## src/sv/fqp_pkg.sv

```systemverilog
`default_nettype none

package fqp_pkg;

	// parser phase
	typedef enum logic [2:0] {
		PH_SEEK,
		PH_NAME,
		PH_SEQ,
		PH_COMMENT,
		PH_QUAL
	} fqp_phase_t;

	// result kinds
	localparam logic [2:0] KIND_NAME_BYTE = 3'd0;
	localparam logic [2:0] KIND_NAME_END  = 3'd1;
	localparam logic [2:0] KIND_BASE      = 3'd2;
	localparam logic [2:0] KIND_QUAL      = 3'd3;
	localparam logic [2:0] KIND_REC_END   = 3'd4;
	localparam logic [2:0] KIND_NO_REC    = 3'd5;
	localparam logic [2:0] KIND_ERROR     = 3'd6;

	// error codes
	localparam logic [1:0] ERR_NONE       = 2'd0;
	localparam logic [1:0] ERR_BAD_BASE   = 2'd1;
	localparam logic [1:0] ERR_INCOMPLETE = 2'd2;
	localparam logic [1:0] ERR_MISMATCH   = 2'd3;

	// characters
	localparam logic [7:0] CH_AT    = 8'h40;
	localparam logic [7:0] CH_PLUS  = 8'h2B;
	localparam logic [7:0] CH_SLASH = 8'h2F;
	localparam logic [7:0] CH_ONE   = 8'h31;
	localparam logic [7:0] CH_TWO   = 8'h32;
	localparam logic [7:0] CH_TAB   = 8'h09;
	localparam logic [7:0] CH_LF    = 8'h0A;
	localparam logic [7:0] CH_VT    = 8'h0B;
	localparam logic [7:0] CH_FF    = 8'h0C;
	localparam logic [7:0] CH_CR    = 8'h0D;
	localparam logic [7:0] CH_SP    = 8'h20;
	localparam logic [7:0] CH_UP_A  = 8'h41;
	localparam logic [7:0] CH_UP_C  = 8'h43;
	localparam logic [7:0] CH_UP_G  = 8'h47;
	localparam logic [7:0] CH_UP_T  = 8'h54;
	localparam logic [7:0] CH_UP_Z  = 8'h5A;
	localparam logic [7:0] CH_LO_A  = 8'h61;
	localparam logic [7:0] CH_LO_Z  = 8'h7A;
	localparam logic [7:0] CASE_MASK = 8'hDF;
	localparam logic [7:0] QUAL_MIN = 8'd33;
	localparam logic [7:0] QUAL_MAX = 8'd127;

	// most results one input byte can cause
	localparam int MAX_RESULTS = 3;

	typedef struct packed {
		logic [7:0] data_byte;
		logic       stream_end;
	} fqp_item_t;

	typedef struct packed {
		logic [2:0]  kind;
		logic [7:0]  value;
		logic [15:0] base_count;
		logic [15:0] qual_count;
		logic [1:0]  error_code;
		logic        last;
	} fqp_result_t;

	// results of one input byte, packed from slot 0
	typedef struct packed {
		logic [1:0]                       count;
		fqp_result_t [MAX_RESULTS-1:0]    res;
	} fqp_batch_t;

	function automatic logic is_white(input logic [7:0] c);
		return c == CH_SP || c == CH_TAB || c == CH_LF || c == CH_VT ||
			c == CH_FF || c == CH_CR;
	endfunction

	// 2-bit base code of a letter of either case, 4 for other letters
	function automatic logic [7:0] base_code(input logic [7:0] c);
		logic [7:0] up;
		logic [7:0] code;
		up = c & CASE_MASK;
		unique case (up)
			CH_UP_A: code = 8'd0;
			CH_UP_C: code = 8'd1;
			CH_UP_G: code = 8'd2;
			CH_UP_T: code = 8'd3;
			default: code = 8'd4;
		endcase
		return code;
	endfunction

endpackage

`default_nettype wire

```

## src/sv/fastq_record_parser.sv

```systemverilog
`default_nettype none

// Streaming FASTQ parser: one text byte per transaction on the item channel,
// results one per transaction on the result channel. Each byte is parsed in
// the cycle it is accepted, so the input takes one byte per clock when not
// stalled. A byte causes zero to three results, which wait in a four-entry
// result queue; the input stalls while two or more results are waiting, so
// a name end releasing two held name bytes gives three results. Counts
// saturate at 2**COUNT_WIDTH-1 and are reported in their low 16 bits.

module fastq_record_parser import fqp_pkg::*; #(
	parameter int COUNT_WIDTH = 16
) (
	input  wire logic        clk,
	input  wire logic        arst_n,
	input  wire logic        item_valid,
	output logic             item_ready,
	input  wire fqp_item_t   item,
	output logic             result_valid,
	input  wire logic        result_ready,
	output fqp_result_t      result
);

	logic       accept;
	fqp_batch_t batch;

	assign accept = item_valid && item_ready;

	// parse the accepted byte
	fqp_parse #(
		.COUNT_WIDTH (COUNT_WIDTH)
	) u_parse (
		.clk    (clk),
		.arst_n (arst_n),
		.accept (accept),
		.item   (item),
		.batch  (batch)
	);

	// queue results toward the output
	fqp_rqueue u_rqueue (
		.clk       (clk),
		.arst_n    (arst_n),
		.push      (accept),
		.batch     (batch),
		.space     (item_ready),
		.out_valid (result_valid),
		.out_ready (result_ready),
		.out_data  (result)
	);

	// end of stream always gives a result
	a_end_result: assert property (@(posedge clk) disable iff (!arst_n)
		item_valid && item_ready && item.stream_end |=> result_valid)
		else $error("end of stream transaction produced no result");

	// input is held back only while results wait
	a_stall_has_data: assert property (@(posedge clk) disable iff (!arst_n)
		!item_ready |-> result_valid)
		else $error("input stalled with an empty result queue");

	// a clean record end has matching counts
	a_rec_end_counts: assert property (@(posedge clk) disable iff (!arst_n)
		result_valid && result.kind == KIND_REC_END && result.error_code == ERR_NONE
		|-> result.base_count == result.qual_count)
		else $error("record end without error carries differing counts");

endmodule

`default_nettype wire

```

## src/sv/fqp_parse.sv

```systemverilog
`default_nettype none

module fqp_parse import fqp_pkg::*; #(
	parameter int COUNT_WIDTH = 16
) (
	input  wire logic       clk,
	input  wire logic       arst_n,
	input  wire logic       accept,
	input  wire fqp_item_t  item,
	output fqp_batch_t      batch
);

	fqp_phase_t             phase_q, phase_d;
	logic [7:0]             held0_q, held0_d;
	logic [7:0]             held1_q, held1_d;
	logic [1:0]             held_cnt_q, held_cnt_d;
	logic                   name_cut_q, name_cut_d;
	logic [1:0]             name_len_q, name_len_d;
	logic [COUNT_WIDTH-1:0] bases_q, bases_d;
	logic [COUNT_WIDTH-1:0] quals_q, quals_d;

	fqp_result_t [MAX_RESULTS-1:0] res;
	logic [1:0]                    n;
	logic                          drop;
	logic [7:0]                    c;

	function automatic fqp_result_t mk(input logic [2:0] kind, input logic [7:0] value,
		input logic [15:0] bc, input logic [15:0] qc, input logic [1:0] err);
		fqp_result_t r;
		r.kind       = kind;
		r.value      = value;
		r.base_count = bc;
		r.qual_count = qc;
		r.error_code = err;
		r.last       = 1'b0;
		return r;
	endfunction

	// next state and results for the presented byte
	always_comb begin
		phase_d    = phase_q;
		held0_d    = held0_q;
		held1_d    = held1_q;
		held_cnt_d = held_cnt_q;
		name_cut_d = name_cut_q;
		name_len_d = name_len_q;
		bases_d    = bases_q;
		quals_d    = quals_q;
		res        = '0;
		n          = 2'd0;
		c          = item.data_byte;
		drop       = held_cnt_q == 2'd2 && name_len_q == 2'd3 && held0_q == CH_SLASH &&
			(held1_q == CH_ONE || held1_q == CH_TWO);

		if (item.stream_end) begin
			unique case (phase_q)
				PH_SEEK: res[0] = mk(KIND_NO_REC, 8'd0, 16'd0, 16'd0, ERR_NONE);
				PH_QUAL: res[0] = mk(KIND_REC_END, 8'd0, 16'(bases_q), 16'(quals_q),
					(bases_q != quals_q) ? ERR_MISMATCH : ERR_NONE);
				default: res[0] = mk(KIND_ERROR, 8'd0, 16'd0, 16'd0, ERR_INCOMPLETE);
			endcase
			n = 2'd1;
			phase_d = PH_SEEK;
		end else begin
			unique case (phase_q)
				PH_SEEK: begin
					if (c == CH_AT) begin
						phase_d = PH_NAME;
					end
				end
				PH_NAME: begin
					if (name_cut_q) begin
						if (c == CH_LF) begin
							phase_d = PH_SEQ;
						end
					end else if (is_white(c)) begin
						// flush held bytes unless they are a /1 or /2 suffix
						if (!drop && held_cnt_q != 2'd0) begin
							res[n] = mk(KIND_NAME_BYTE, held0_q, 16'd0, 16'd0, ERR_NONE);
							n = n + 2'd1;
						end
						if (!drop && held_cnt_q == 2'd2) begin
							res[n] = mk(KIND_NAME_BYTE, held1_q, 16'd0, 16'd0, ERR_NONE);
							n = n + 2'd1;
						end
						res[n] = mk(KIND_NAME_END, 8'd0, 16'd0, 16'd0, ERR_NONE);
						n = n + 2'd1;
						held_cnt_d = 2'd0;
						if (c == CH_LF) begin
							phase_d = PH_SEQ;
						end else begin
							name_cut_d = 1'b1;
						end
					end else begin
						// two-byte hold in front of the name output
						if (held_cnt_q == 2'd2) begin
							res[0] = mk(KIND_NAME_BYTE, held0_q, 16'd0, 16'd0, ERR_NONE);
							n = 2'd1;
							held0_d = held1_q;
							held1_d = c;
						end else if (held_cnt_q == 2'd1) begin
							held1_d = c;
							held_cnt_d = 2'd2;
						end else begin
							held0_d = c;
							held_cnt_d = 2'd1;
						end
						if (name_len_q != 2'd3) begin
							name_len_d = name_len_q + 2'd1;
						end
					end
				end
				PH_SEQ: begin
					if (c == CH_CR || c == CH_LF) begin
						// line breaks inside the sequence are skipped
					end else if (c == CH_PLUS) begin
						phase_d = PH_COMMENT;
					end else if ((c >= CH_UP_A && c <= CH_UP_Z) ||
						(c >= CH_LO_A && c <= CH_LO_Z)) begin
						res[0] = mk(KIND_BASE, base_code(c), 16'd0, 16'd0, ERR_NONE);
						n = 2'd1;
						if (bases_q != '1) begin
							bases_d = bases_q + COUNT_WIDTH'(1);
						end
					end else begin
						res[0] = mk(KIND_ERROR, c, 16'd0, 16'd0, ERR_BAD_BASE);
						n = 2'd1;
					end
				end
				PH_COMMENT: begin
					if (c == CH_LF) begin
						phase_d = PH_QUAL;
					end
				end
				PH_QUAL: begin
					if (c == CH_LF) begin
						res[0] = mk(KIND_REC_END, 8'd0, 16'(bases_q), 16'(quals_q),
							(bases_q != quals_q) ? ERR_MISMATCH : ERR_NONE);
						n = 2'd1;
						phase_d = PH_SEEK;
					end else if (c >= QUAL_MIN && c <= QUAL_MAX) begin
						res[0] = mk(KIND_QUAL, c, 16'd0, 16'd0, ERR_NONE);
						n = 2'd1;
						if (quals_q != '1) begin
							quals_d = quals_q + COUNT_WIDTH'(1);
						end
					end
				end
				default: begin
					phase_d = PH_SEEK;
				end
			endcase
		end

		// a new record starts clean whenever we enter or return to seek/name
		if (phase_d == PH_SEEK || (phase_q == PH_SEEK && phase_d == PH_NAME)) begin
			held0_d    = 8'd0;
			held1_d    = 8'd0;
			held_cnt_d = 2'd0;
			name_cut_d = 1'b0;
			name_len_d = 2'd0;
			bases_d    = '0;
			quals_d    = '0;
		end

		// mark the final result of this byte
		for (int i = 0; i < MAX_RESULTS; i++) begin
			res[i].last = (n != 2'd0) && (2'(i) == n - 2'd1);
		end

		batch.count = n;
		batch.res   = res;
	end

	// parser state
	always_ff @(posedge clk or negedge arst_n) begin
		if (!arst_n) begin
			phase_q    <= PH_SEEK;
			held0_q    <= 8'd0;
			held1_q    <= 8'd0;
			held_cnt_q <= 2'd0;
			name_cut_q <= 1'b0;
			name_len_q <= 2'd0;
			bases_q    <= '0;
			quals_q    <= '0;
		end else if (accept) begin
			phase_q    <= phase_d;
			held0_q    <= held0_d;
			held1_q    <= held1_d;
			held_cnt_q <= held_cnt_d;
			name_cut_q <= name_cut_d;
			name_len_q <= name_len_d;
			bases_q    <= bases_d;
			quals_q    <= quals_d;
		end
	end

endmodule

`default_nettype wire

```

## src/sv/fqp_rqueue.sv

```systemverilog
`default_nettype none

module fqp_rqueue import fqp_pkg::*; (
	input  wire logic        clk,
	input  wire logic        arst_n,
	input  wire logic        push,
	input  wire fqp_batch_t  batch,
	output logic             space,
	output logic             out_valid,
	input  wire logic        out_ready,
	output fqp_result_t      out_data
);

	fqp_result_t ent_q [4];
	logic [1:0]  wr_q;
	logic [1:0]  rd_q;
	logic [2:0]  cnt_q;
	logic        pop;
	logic [2:0]  add;

	// room for a full batch while at most one result waits
	assign space     = cnt_q <= 3'd1;
	assign out_valid = cnt_q != 3'd0;
	assign out_data  = ent_q[rd_q];
	assign pop       = out_valid && out_ready;
	assign add       = push ? {1'b0, batch.count} : 3'd0;

	// result storage
	always_ff @(posedge clk) begin
		if (push) begin
			for (int i = 0; i < MAX_RESULTS; i++) begin
				if (2'(i) < batch.count) begin
					ent_q[wr_q + 2'(i)] <= batch.res[i];
				end
			end
		end
	end

	// pointers and fill level
	always_ff @(posedge clk or negedge arst_n) begin
		if (!arst_n) begin
			wr_q  <= 2'd0;
			rd_q  <= 2'd0;
			cnt_q <= 3'd0;
		end else begin
			wr_q  <= wr_q + add[1:0];
			rd_q  <= rd_q + {1'b0, pop};
			cnt_q <= cnt_q + add - {2'b00, pop};
		end
	end

endmodule

`default_nettype wire

```

## config.mk

```make
export PLATFORM = sky130hd
export DESIGN_NAME = fastq_record_parser
export DESIGN_NICKNAME = d
export VERILOG_FILES = /design/src/sv/fqp_pkg.sv /design/src/sv/fastq_record_parser.sv /design/src/sv/fqp_parse.sv /design/src/sv/fqp_rqueue.sv
export SDC_FILE = /design/constraint.sdc
export NUM_CORES = 1
export LEC_CHECK = 0
export ABC_AREA = 1
export BUFFER_PORTS_ARGS = -buffer_cell sky130_fd_sc_hd__buf_2
export CAP_MARGIN = 20
export CORE_UTILIZATION = 62
export DETAILED_ROUTE_END_ITERATION = 10
export PLACE_DENSITY_LB_ADDON = 0.05
export SETUP_SLACK_MARGIN = 0.2
export SLEW_MARGIN = 20
export SYNTH_ARGS = -nofsm -noshare
export SYNTH_HDL_FRONTEND = slang
export SYNTH_SLANG_ARGS = --single-unit
```

## constraint.sdc

```tcl
create_clock -name clk -period 3.5 [get_ports clk]
set_clock_uncertainty 0.05 [all_clocks]
set_input_delay 0.7 -clock clk [delete_from_list [all_inputs] [get_ports clk]]
set_output_delay 0.7 -clock clk [all_outputs]
set_load 0.02 [all_outputs]
```

==> impl_results.md <==
- Status: finished, final reports clean
- CTS root buf: clkbuf_16
- Most common cell after layout, fill and taps aside: nand2_1
- RSZ-0062 raised after global routing: false
- Peak supply drop: between 0.0006 and 0.0007 V
- Max-cap viol count: 0
- Post-synth ARST share: around 26%
- DRC: 0
- Die Area: about 22000 sq um
- Req. time, crit path: roughly 2.8 ns
- Critical Path End Type: output pin
- Fin crit period: between 2 and 3 ns
- Net Switching: roughly 3.8 mW
- Post-synthesis sequential area ratio: 54.6%
- Wire per inst: 18.3 microns
- CTS tree: yes
- Final Net Count: 1538
- R2R Path Start: u_parse.held1_q[0]
- DR vias/cell: approximately 6.0
- Layout area overhead: 11.2%
- Clk slew on worst S/H paths: 0.06 ns
- Share of layout cells above drive strength 1: 11.5%
- Multiplexer share of the synthesized area: 0%
- Vias in the first global route: between 10000 and 15000
- Commonest cells after routing, fill and taps aside: nand2_1 (271), nor2_1 (198), edfxtp_1 (184)
- Post-synth EDFFs: ~180
- Synth Area in Simple Gates: between 20 and 25%
- Logic pwr share: between 30% and 40%
- Mapped cell area: 13000 sq um
- Pleak: between 5 and 6 nW
- Fmax achieved: 337 MHz
- # placed instances: around 1800
- Min-Delay Path Class: primary input to asynchronous set/reset pin
- First-pass GRT wire length: 52600 microns
- Largest family of logic cells by synthesized area: simple AND/OR/NAND/NOR gates
- Final HPWL DP: roughly 22000 microns
- Startpoint Class: register
- Post-CTS setup buffer count: 0
- Slew of the pin with the lowest slew margin: between 1 and 1.5 ns
- Worst-skew pair later-pin latency: roughly 0.53 ns
- I/O Buffers: 60
- Post-synthesis adder-cell area fraction: about 1.1%
- Pwr/cell area: ~680 nW/um^2
- Worst Path Arrival: 2.22 ns
- Synth Flop Type: edfxtp_1
- N_diodes: 0
- CTS Sinks: around 250
- Post-route ant nets: 0
- CTS H-tree depth: 1
- I/O Pins: between 60 and 70
- TNS Setup: 0 ns
- Post-synthesis register bit count: between 200 and 250
- XOR/XNOR Fraction of Synth Area: 1.82%
- WS Path Type: register to output pin
- Total GRT Usage: a little under a third
- Number of CTS-inserted buffers: 26
- Synth Area in Compound Gates: between 10% and 20%
- Final GP Congestion: 0.960
- Final Slew Violations: 0
- Slew headroom: between 30% and 40%
- Worst Setup SP: u_rqueue.rd_q[0]
- CP max stage cell: dfrtp_2
- Sw Ratio: ~39%
- DIE HEIGHT: ~150 microns
- Starting DRT DRC Count: approximately 1000
- Crit Path Max Fanout: between 70 and 80
- Clock network fraction of total power: ~28%
- Final Non-Filler Cells: approximately 1800
- Post-Route WL: ~33000 microns
- Rows: 52
- CTS max path bufs: 3
- Int Power: ~6 mW
- Critical path's largest stage delay: roughly 0.67 ns
- Mapped Cells: around 1500
- Core footprint: 20400 sq um
- Die Wd: ~150 microns
- Final setup fails: 0
- Post-synth cell types: 39
- Flop pwr share: 36.8%
- Cell Chain, Critical Path: buf_12 -> o21ai_0 -> o22ai_1 -> buf_2
- Ys Warns: 0
- Post-cts repair resize count: 0
- Largest net degree at the start of global routing: between 100 and 150
- 1st-pass router iterations: 5
- Initial Utilization: approximately 64%
- Mapped Nets: between 1500 and 2000
- Grt ovf: 0
- Mapped Avg Cell Area: 8.74 sq um
- CTS Hold Bufs: 0
- Period utilization: a little over four fifths
- Antenna violations before repair: 0
- Vias: 10900
- Hold Vio Cnt, Final: 0
## state kept, by name (all words and copies together), names as in the netlist
| register | flops |
|---|---|
| u_rqueue.cnt_q | 3 |
| u_rqueue.rd_q | 2 |
| u_parse.name_len_q | 2 |
| u_parse.held1_q | 8 |
| u_rqueue.ent_q | 184 |
| u_parse.name_cut_q | 1 |
| u_parse.quals_q | 16 |
| u_rqueue.wr_q | 2 |
| u_parse.held0_q | 8 |
| u_parse.held_cnt_q | 2 |
| u_parse.phase_q | 3 |
| u_parse.bases_q | 16 |
## layer usage
metal / track usage, % / wire [microns]
met4: 8.45 / 633
met1: 46.1 / 14500
met2: 48.4 / 14800
met5: 0 / 0
met3: 3.91 / 2920
## logic make-up (layout without fill, tap and decap cells)
family                   Yosys count  in the layout
AND/OR/NAND/NOR                  718            718
AO/OA/AOI/OAI                    290            290
flip-flops                       247            247
buffers and inverters            197            241
XOR/XNOR                          27             27
adder cells (fa/ha/maj)           11             11
## worst max-delay path, delay by kind of cell, from the launching register on
| kind | cells | cell delay, ns |
|---|---|---|
| buffers and inverters | 2 | 0.54 |
| AOI/OAI and AO/OA | 2 | 0.41 |
| DFF | 1 | 0.67 |
## synthesized netlist by cell type (3+ instances only)
cell type | n | area [sq um]
nor2_4 | 10 | 113
o22ai_1 | 46 | 288
nand3_2 | 4 | 40.0
xnor2_1 | 7 | 61.3
o21ai_1 | 16 | 80.1
inv_1 | 94 | 353
clkinv_1 | 4 | 15.0
or2_2 | 6 | 37.5
nor4_1 | 3 | 18.8
nand3_1 | 61 | 305
buf_2 | 17 | 85.1
o211ai_1 | 4 | 30.0
dfrtp_1 | 63 | 1580
clkbuf_1 | 68 | 255
edfxtp_1 | 184 | 5530
inv_2 | 8 | 30.0
xor2_1 | 20 | 175
a21oi_1 | 54 | 270
ha_1 | 10 | 125
nand4_1 | 36 | 225
o21ai_2 | 3 | 26.3
nand2_2 | 6 | 37.5
o21ai_0 | 161 | 806
nor2_1 | 199 | 747
nand2_1 | 275 | 1030
nor3_1 | 113 | 566
## final timing paths
kind | slack (ns) | cells past startpoint | end
min | 0.23 | 1 | u_rqueue.rd_q[1]
min reg2reg | 0.42 | 2 | u_parse.held1_q[2]
max reg2reg | 0.59 | 18 | u_rqueue.cnt_q[2]
min in group clk | 0.42 | 2 | u_parse.held1_q[2]
max in group asynchronous | 2.51 | 2 | u_parse.quals_q[15]
max | 0.53 | 4 | result[21]
## area by class of cell
class | count | area [sq um]
Clock buffer | 39 | 761
Clock inverter | 9 | 96.3
Fill cell | 1583 | 5960
Inverter | 106 | 398
Multi-Input combinational cell | 1046 | 5160
Sequential cell | 247 | 7100
Tap cell | 270 | 338
Timing Repair Buffer | 87 | 619
## power by group through the flow
stage / registers, mW / logic [mW] / clock network, mW
finish: 3.63 / 3.49 / 2.75
global route: 3.66 / 3.81 / 2.88
CTS: 3.62 / 3.47 / 2.77
detailed placement: 3.68 / 3.46 / 0
global placement: 3.68 / 3.41 / 0
floorplan: 3.59 / 2.39 / 0
## through the flow
step           area [sq um]  setup slack, ns  hold WS [ns]  total power [mW]  util, %
2_1_floorplan         13000            0.621         0.354              5.98        -
3_3_place_gp          13600            0.358         0.403              7.09     66.5
3_5_place_dp          13600            0.252         0.411              7.15     66.5
4_1_cts               14500            0.510         0.245              9.87     70.7
5_1_grt               14500            0.391         0.271              10.3     70.8
6_report              14500            0.531         0.228              9.87     70.8
Power figures use the tool's default switching activity.
